<file path="src/sv/sha256md_pkg.sv">
// SHA-256 digest core package: round constants, initial hash values and round functions.
package sha256md_pkg;

    typedef logic [31:0] word_t;

    localparam int BLOCK_BYTES = 64;
    localparam int LEN_POS     = 56;
    localparam logic [7:0] PAD_MARK = 8'h80;

    function automatic word_t rotr(input word_t x, input int n);
        rotr = (x >> n) | (x << (32 - n));
    endfunction

    // big sigma / small sigma
    function automatic word_t bsig0(input word_t x);
        bsig0 = rotr(x, 2) ^ rotr(x, 13) ^ rotr(x, 22);
    endfunction

    function automatic word_t bsig1(input word_t x);
        bsig1 = rotr(x, 6) ^ rotr(x, 11) ^ rotr(x, 25);
    endfunction

    function automatic word_t ssig0(input word_t x);
        ssig0 = rotr(x, 7) ^ rotr(x, 18) ^ (x >> 3);
    endfunction

    function automatic word_t ssig1(input word_t x);
        ssig1 = rotr(x, 17) ^ rotr(x, 19) ^ (x >> 10);
    endfunction

    function automatic word_t init_h(input logic [2:0] idx);
        case (idx)
            3'd0:    init_h = 32'h6a09e667;
            3'd1:    init_h = 32'hbb67ae85;
            3'd2:    init_h = 32'h3c6ef372;
            3'd3:    init_h = 32'ha54ff53a;
            3'd4:    init_h = 32'h510e527f;
            3'd5:    init_h = 32'h9b05688c;
            3'd6:    init_h = 32'h1f83d9ab;
            default: init_h = 32'h5be0cd19;
        endcase
    endfunction

    function automatic word_t round_k(input logic [5:0] t);
        case (t)
            6'd0:  round_k = 32'h428a2f98;  6'd1:  round_k = 32'h71374491;
            6'd2:  round_k = 32'hb5c0fbcf;  6'd3:  round_k = 32'he9b5dba5;
            6'd4:  round_k = 32'h3956c25b;  6'd5:  round_k = 32'h59f111f1;
            6'd6:  round_k = 32'h923f82a4;  6'd7:  round_k = 32'hab1c5ed5;
            6'd8:  round_k = 32'hd807aa98;  6'd9:  round_k = 32'h12835b01;
            6'd10: round_k = 32'h243185be;  6'd11: round_k = 32'h550c7dc3;
            6'd12: round_k = 32'h72be5d74;  6'd13: round_k = 32'h80deb1fe;
            6'd14: round_k = 32'h9bdc06a7;  6'd15: round_k = 32'hc19bf174;
            6'd16: round_k = 32'he49b69c1;  6'd17: round_k = 32'hefbe4786;
            6'd18: round_k = 32'h0fc19dc6;  6'd19: round_k = 32'h240ca1cc;
            6'd20: round_k = 32'h2de92c6f;  6'd21: round_k = 32'h4a7484aa;
            6'd22: round_k = 32'h5cb0a9dc;  6'd23: round_k = 32'h76f988da;
            6'd24: round_k = 32'h983e5152;  6'd25: round_k = 32'ha831c66d;
            6'd26: round_k = 32'hb00327c8;  6'd27: round_k = 32'hbf597fc7;
            6'd28: round_k = 32'hc6e00bf3;  6'd29: round_k = 32'hd5a79147;
            6'd30: round_k = 32'h06ca6351;  6'd31: round_k = 32'h14292967;
            6'd32: round_k = 32'h27b70a85;  6'd33: round_k = 32'h2e1b2138;
            6'd34: round_k = 32'h4d2c6dfc;  6'd35: round_k = 32'h53380d13;
            6'd36: round_k = 32'h650a7354;  6'd37: round_k = 32'h766a0abb;
            6'd38: round_k = 32'h81c2c92e;  6'd39: round_k = 32'h92722c85;
            6'd40: round_k = 32'ha2bfe8a1;  6'd41: round_k = 32'ha81a664b;
            6'd42: round_k = 32'hc24b8b70;  6'd43: round_k = 32'hc76c51a3;
            6'd44: round_k = 32'hd192e819;  6'd45: round_k = 32'hd6990624;
            6'd46: round_k = 32'hf40e3585;  6'd47: round_k = 32'h106aa070;
            6'd48: round_k = 32'h19a4c116;  6'd49: round_k = 32'h1e376c08;
            6'd50: round_k = 32'h2748774c;  6'd51: round_k = 32'h34b0bcb5;
            6'd52: round_k = 32'h391c0cb3;  6'd53: round_k = 32'h4ed8aa4a;
            6'd54: round_k = 32'h5b9cca4f;  6'd55: round_k = 32'h682e6ff3;
            6'd56: round_k = 32'h748f82ee;  6'd57: round_k = 32'h78a5636f;
            6'd58: round_k = 32'h84c87814;  6'd59: round_k = 32'h8cc70208;
            6'd60: round_k = 32'h90befffa;  6'd61: round_k = 32'ha4506ceb;
            6'd62: round_k = 32'hbef9a3f7;  default: round_k = 32'hc67178f2;
        endcase
    endfunction

endpackage

</file>
<file path="src/sv/sha256_message_digest_core.sv">
// SHA-256 digest core: byte input, padding sequencer, iterative round unit, word output.
// Throughput: one byte beat per cycle while a block fills; the 64th byte of every block
//   stalls input through the 64 rounds in the one round unit, then the hash add.
// After the final byte: 9 to 72 pad and length bytes, one per cycle outside compressions,
//   a compression after each full block, then eight digest beats, one per cycle when the sink is ready.
// Reset (rst_n low, asynchronous) loads the initial hash values and clears the bit count.
module sha256_message_digest_core (
    input  logic        clk,
    input  logic        rst_n,
    // input stream
    input  logic        s_tvalid,
    output logic        s_tready,
    input  logic [7:0]  s_tdata,   // [7:0] message_byte
    input  logic        s_tlast,   // final_byte
    // digest stream
    output logic        m_tvalid,
    input  logic        m_tready,
    output logic [31:0] m_tdata,   // [31:0] digest_word
    output logic [2:0]  m_tuser,   // [2:0] word_index
    output logic        m_tlast    // last_word
);
    import sha256md_pkg::*;

    // sequencer states
    localparam logic [2:0] S_IDLE  = 3'd0;  // taking message bytes
    localparam logic [2:0] S_PAD   = 3'd1;  // generating pad / length bytes
    localparam logic [2:0] S_ROUND = 3'd2;  // 64 compression rounds
    localparam logic [2:0] S_ADD   = 3'd3;  // fold working vars into hash
    localparam logic [2:0] S_OUT   = 3'd4;  // digest beats

    // padding phase
    localparam logic [2:0] PH_DATA = 3'd0;
    localparam logic [2:0] PH_MARK = 3'd1;
    localparam logic [2:0] PH_ZERO = 3'd2;
    localparam logic [2:0] PH_LEN  = 3'd3;
    localparam logic [2:0] PH_OUT  = 3'd4;

    localparam logic [5:0] LAST_POS   = 6'(BLOCK_BYTES - 1);
    localparam logic [5:0] LEN_START  = 6'(LEN_POS);

    logic [2:0]  state_reg,   state_next;
    logic [2:0]  phase_reg,   phase_next;
    logic [5:0]  pos_reg,     pos_next;     // byte position within block
    logic [5:0]  rnd_reg,     rnd_next;     // round number
    logic [2:0]  len_idx_reg, len_idx_next; // length byte, MSB first
    logic [2:0]  out_idx_reg, out_idx_next;
    logic [63:0] bit_length_reg, bit_length_next;
    word_t       hash_reg [8];
    word_t       hash_next [8];

    // payload, no reset
    word_t       win_reg [16];              // block buffer / schedule window
    word_t       win_next [16];
    word_t       wv_reg [8];                // working variables a..h
    word_t       wv_next [8];

    logic        absorb_en;
    logic [7:0]  absorb_byte;
    logic [7:0]  pad_byte;
    logic [5:0]  len_shift;
    logic [5:0]  pos_inc;
    word_t       w_sched, w_t, t1, t2, ch, maj;

    assign pos_inc   = pos_reg + 6'd1;
    assign len_shift = {3'd7 - len_idx_reg, 3'b000};

    always_comb
    begin
        case (phase_reg)
            PH_MARK: pad_byte = PAD_MARK;
            PH_LEN:  pad_byte = 8'(bit_length_reg >> len_shift);
            default: pad_byte = 8'h00;
        endcase
    end

    // round unit; window is a shift line: [0]=W[t-16], [1]=W[t-15], [9]=W[t-7], [14]=W[t-2]
    assign w_sched = ssig1(win_reg[14]) + win_reg[9] + ssig0(win_reg[1]) + win_reg[0];
    assign w_t     = (rnd_reg < 6'd16) ? win_reg[0] : w_sched;
    assign ch      = (wv_reg[4] & wv_reg[5]) ^ (~wv_reg[4] & wv_reg[6]);
    assign maj     = (wv_reg[0] & wv_reg[1]) ^ (wv_reg[0] & wv_reg[2]) ^ (wv_reg[1] & wv_reg[2]);
    assign t1      = wv_reg[7] + bsig1(wv_reg[4]) + ch + w_t + round_k(rnd_reg);
    assign t2      = bsig0(wv_reg[0]) + maj;

    always_comb
    begin
        state_next      = state_reg;
        phase_next      = phase_reg;
        pos_next        = pos_reg;
        rnd_next        = rnd_reg;
        len_idx_next    = len_idx_reg;
        out_idx_next    = out_idx_reg;
        bit_length_next = bit_length_reg;
        hash_next       = hash_reg;
        win_next        = win_reg;
        wv_next         = wv_reg;
        absorb_en       = 1'b0;
        absorb_byte     = pad_byte;
        s_tready        = 1'b0;
        m_tvalid        = 1'b0;

        case (state_reg)
            S_IDLE:
            begin
                s_tready = 1'b1;
                if (s_tvalid)
                begin
                    absorb_en       = 1'b1;
                    absorb_byte     = s_tdata;
                    bit_length_next = bit_length_reg + 64'd8;
                    if (s_tlast)
                    begin
                        phase_next = PH_MARK;
                        state_next = S_PAD;
                    end
                end
            end
            S_PAD:
            begin
                absorb_en = 1'b1;
                case (phase_reg)
                    PH_LEN:
                    begin
                        len_idx_next = len_idx_reg + 3'd1;
                        if (len_idx_reg == 3'd7)
                            phase_next = PH_OUT;
                    end
                    default:
                    begin
                        if (pos_inc == LEN_START)
                        begin
                            phase_next   = PH_LEN;
                            len_idx_next = 3'd0;
                        end
                        else
                            phase_next = PH_ZERO;
                    end
                endcase
            end
            S_ROUND:
            begin
                for (int i = 0; i < 15; i++)
                    win_next[i] = win_reg[i + 1];
                win_next[15] = w_t;
                wv_next[7] = wv_reg[6];
                wv_next[6] = wv_reg[5];
                wv_next[5] = wv_reg[4];
                wv_next[4] = wv_reg[3] + t1;
                wv_next[3] = wv_reg[2];
                wv_next[2] = wv_reg[1];
                wv_next[1] = wv_reg[0];
                wv_next[0] = t1 + t2;
                rnd_next   = rnd_reg + 6'd1;
                if (rnd_reg == 6'd63)
                    state_next = S_ADD;
            end
            S_ADD:
            begin
                for (int i = 0; i < 8; i++)
                    hash_next[i] = hash_reg[i] + wv_reg[i];
                case (phase_reg)
                    PH_DATA: state_next = S_IDLE;
                    PH_OUT:
                    begin
                        state_next   = S_OUT;
                        out_idx_next = 3'd0;
                    end
                    default: state_next = S_PAD;
                endcase
            end
            S_OUT:
            begin
                m_tvalid = 1'b1;
                if (m_tready)
                begin
                    out_idx_next = out_idx_reg + 3'd1;
                    if (out_idx_reg == 3'd7)
                    begin
                        for (int i = 0; i < 8; i++)
                            hash_next[i] = init_h(3'(i));
                        bit_length_next = 64'd0;
                        phase_next      = PH_DATA;
                        state_next      = S_IDLE;
                    end
                end
            end
            default: state_next = S_IDLE;
        endcase

        // byte shifts into its word; the 64th byte of a block starts compression
        if (absorb_en)
        begin
            win_next[pos_reg[5:2]] = {win_reg[pos_reg[5:2]][23:0], absorb_byte};
            pos_next = pos_inc;
            if (pos_reg == LAST_POS)
            begin
                state_next = S_ROUND;
                rnd_next   = 6'd0;
                wv_next    = hash_reg;
            end
        end
    end

    assign m_tdata = hash_reg[out_idx_reg];
    assign m_tuser = out_idx_reg;
    assign m_tlast = (out_idx_reg == 3'd7);

    always_ff @(posedge clk or negedge rst_n)
    begin
        if (!rst_n)
        begin
            state_reg      <= S_IDLE;
            phase_reg      <= PH_DATA;
            pos_reg        <= 6'd0;
            rnd_reg        <= 6'd0;
            len_idx_reg    <= 3'd0;
            out_idx_reg    <= 3'd0;
            bit_length_reg <= 64'd0;
            for (int i = 0; i < 8; i++)
                hash_reg[i] <= init_h(3'(i));
        end
        else
        begin
            state_reg      <= state_next;
            phase_reg      <= phase_next;
            pos_reg        <= pos_next;
            rnd_reg        <= rnd_next;
            len_idx_reg    <= len_idx_next;
            out_idx_reg    <= out_idx_next;
            bit_length_reg <= bit_length_next;
            hash_reg       <= hash_next;
        end
    end

    always_ff @(posedge clk)
    begin
        win_reg <= win_next;
        wv_reg  <= wv_next;
    end

endmodule
</file>
<file path="config.mk">
export PLATFORM = sky130hd
export DESIGN_NAME = sha256_message_digest_core
export DESIGN_NICKNAME = d
export VERILOG_FILES = /design/src/sv/sha256md_pkg.sv /design/src/sv/sha256_message_digest_core.sv
export SDC_FILE = /design/constraint.sdc
export NUM_CORES = 2
export LEC_CHECK = 0
export ABC_CLOCK_PERIOD_IN_PS = 12700
export BUFFER_PORTS_ARGS = -buffer_cell sky130_fd_sc_hd__clkbuf_2
export CORE_MARGIN = 4
export CORE_UTILIZATION = 40
export DETAILED_ROUTE_END_ITERATION = 8
export PLACE_DENSITY_LB_ADDON = 0.2
export RECOVER_POWER = 25
export SYNTH_ARGS = -nofsm -noshare
export SYNTH_HDL_FRONTEND = slang
export SYNTH_SLANG_ARGS = --single-unit
export TNS_END_PERCENT = 20
</file>
<file path="constraint.sdc">
create_clock -name clk -period 12.7 [get_ports clk]
set_input_delay 2.54 -clock clk [delete_from_list [all_inputs] [get_ports clk]]
set_output_delay 2.54 -clock clk [all_outputs]
set_load 0.05 [all_outputs]
</file>
==> results_dict.tcl <==
set metrics [dict create \
    hpwl_um 204000 \
    slew_viol_final 595 \
    cp_max_fo 6 \
    ff2ff_setup_slack_ns 1.32 \
    num_vias 68957 \
    critPathMaxStageDelay_ns 0.60 \
    drive_gt1_frac 0.0941 \
    hp-class "reg -> reg" \
    grtUsageMet2 0.415 \
    largest_reg_flops 512 \
    drc 0 \
    drv_cap 11 \
    yosys_warnings 0 \
    synth_seq_cells 1109 \
    cts_tree "yes" \
    r2r_start "win_reg[50]" \
    ys.flop_type "dfxtp_1" \
    cpMaxStageDelayCell "dfxtp_1" \
    cts_inserted_buffers 139 \
    critical_path_arrival_ns 12.13 \
    worst_pin_slew_ns 4.34 \
    relSlewSlack -1.89 \
    end_kind "register" \
    grt_usage 0.273 \
    nets 9680 \
    clk_latency_ns 0.83 \
    min_to "win_reg[321]" \
    worst_hold_slack_ns 0.475 \
    globalRouteMet1Util 0.402 \
    h-tree-depth 4 \
    async_flop_share 0.307 \
    synth-seq-area-share 0.309 \
    clk_path_buf_depth 3 \
    routedWlPerCell_um 24.4 \
    failed_checks "max-capacitance violations, max-slew violations" \
    dieWidth_um 449 \
    ctsResizeCount 0 \
    busiest_layer "met2" \
    start_util 0.403 \
    clk_pin_slew_ns 0.06 \
    antenna_found_initial 5 \
    vias_per_cell 5.89 \
    synth_cell_types 99 \
    grt_util_met3 0.0450 \
    grt_overflow_total 0 \
    grt_pass1_vias 64356 \
    avgSynthCellArea_um2 8.28 \
    cts_root_buffer "clkbuf_16" \
    synth_edf_count 0 \
    io_pins 51 \
    finalCritPeriodShare 0.896 \
    min_from "win_reg[289]" \
    drtAntennaViolNets 0 \
    hold_depth 2 \
    finalSetupTns_ns 0 \
    max_freq_mhz 87.9 \
    wl_um 285000 \
    clock_skew_ns 0.0551 \
    reg2reg_depth 42 \
    critPathRequiredTime_ns 13.45 \
    netlist_instances 9406 \
    setup_viol 0 \
    setup.worst_path.class "reg -> reg" \
    grt_start_max_net_pins 219 \
    core-area_um2 193000 \
    first_iter_violations 6911 \
    first_pass_iters 9 \
    synth_nets 10020 \
    rsz0062_at_grt "no" \
    cts_hold_buffers 0 \
    cts_num_sinks 1109 \
    portBuffers 50 \
    grt_pass1_wl_um 426000 \
    cp-start-kind "register" \
    status "finished, violations left" \
    gp_congestion 0.970 \
    dieHeight_um 449 \
    rows 161 \
    syn_area_um2 77900 \
    min_period_ns 11.38 \
    hold_viol 0 \
    die-area_um2 202000 \
    cts_setup_buffers 0 \
    r2r-end "wv_reg[255]" \
    crit_path_frequent_cell "fa_1" \
    nFillCells 19107 \
    area_growth_pct 8.71 \
]
## synth_stat cells (16+ instances only)
cell      count  area (µm²)
a211oi_1    173        1300
a21o_1      210        1580
a21oi_1     719        3600
a22oi_1     197        1480
a31oi_1     113         707
and2_1      153         957
and3_1       40         250
buf_1        65         244
clkbuf_1    578        2170
dfrtp_1     205        5130
dfstp_2     136        3570
dfxtp_1     768       15400
fa_1        196        3920
ha_1        405        5070
inv_1       434        1630
mux2_2       83         935
mux2i_1     156        1560
mux4_2      183        4120
nand2_1    1709        6410
nand2b_1     67         419
nand3_1     149         746
nand4_1      33         206
nor2_1      518        1940
nor2b_1      49         307
nor3_1      118         591
o211ai_1     29         218
o21a_1       55         413
o21ai_0     725        3630
o21ai_1      61         305
o21bai_1     50         375
o22ai_1      66         413
o31ai_1      29         218
or2_2        16         100
or3_1        43         269
xnor2_1     345        3020
xor2_1      283        2480
## cell families after synthesis
kind of cell | share of synthesized area
simple gates | 0.162
xor+xnor | 0.0709
flops | 0.309
mux | 0.0853
buf+inv | 0.0527
fa+ha+maj | 0.116
compound gates | 0.203
## worst max-delay path: cells and delay by family, from the launching register on
kind | cells | cell delay [ns]
flops | 1 | 0.60
xor+xnor | 5 | 0.97
buf+inv | 5 | 0.34
fa+ha+maj | 10 | 4.17
simple gates | 7 | 1.25
compound gates | 15 | 3.96
## worst max-delay path by stage
stage	from	end	slack, ns	cells after the start
2_1_floorplan	win_reg[50]	wv_reg[255]	2.85	41
3_3_place_gp	win_reg[50]	wv_reg[255]	1.54	42
3_5_place_dp	win_reg[50]	wv_reg[255]	1.54	42
4_1_cts	win_reg[50]	wv_reg[255]	1.48	42
5_1_grt	win_reg[51]	wv_reg[255]	0.89	40
6_report	win_reg[50]	wv_reg[255]	1.32	42
## metal layers
layer / part of all wire / vias to the layer above
met5: 0.000025 / -
met4: 0.025 / 2
li1: - / 32072
met3: 0.074 / 355
met1: 0.46 / 34031
met2: 0.44 / 2497
## layout make-up
type	instances	area, µm²	share of cell area
inverter	438	1640	0.0194
sequential	1109	24100	0.285
clock buffer	223	4290	0.0506
timing repair buffer	171	1180	0.0139
multi-input combinational	7207	49800	0.588
clock inverter	35	462	0.00545
antenna	2	5.00	0.0000591
tap	2526	3160	0.0373
## per-stage QoR
stage / area, µm² / cells / util / setup WS (ns)
global placement: 80000 / 11451 / 0.415 / 1.54
global route: 84600 / 11710 / 0.439 / 0.890
detailed placement: 80000 / 11451 / 0.415 / 1.54
floorplan: 77900 / 9406 / - / 2.85
finish: 84600 / 11711 / 0.439 / 1.32
CTS: 84800 / 11709 / 0.439 / 1.48
## layout by cell type (no fill, tap or decap), types with 55 or more instances in the layout
cell type	n
a211oi_1	173
a21o_1	210
a21oi_1	719
a22oi_1	197
a31oi_1	113
and2_1	150
buf_4	105
clkbuf_16	141
dfrtp_1	195
dfstp_2	136
dfxtp_1	768
fa_1	196
ha_1	405
inv_1	434
mux2_2	83
mux2i_1	156
mux4_2	183
nand2_1	1699
nand2b_1	67
nand3_1	148
nor2_1	515
nor3_1	118
o21a_1	55
o21ai_0	722
o21ai_1	55
o22ai_1	66
xnor2_1	345
xor2_1	283
Power is not shown: default switching activity piles up to over one toggle a cycle in this logic, so the estimate is an artifact.
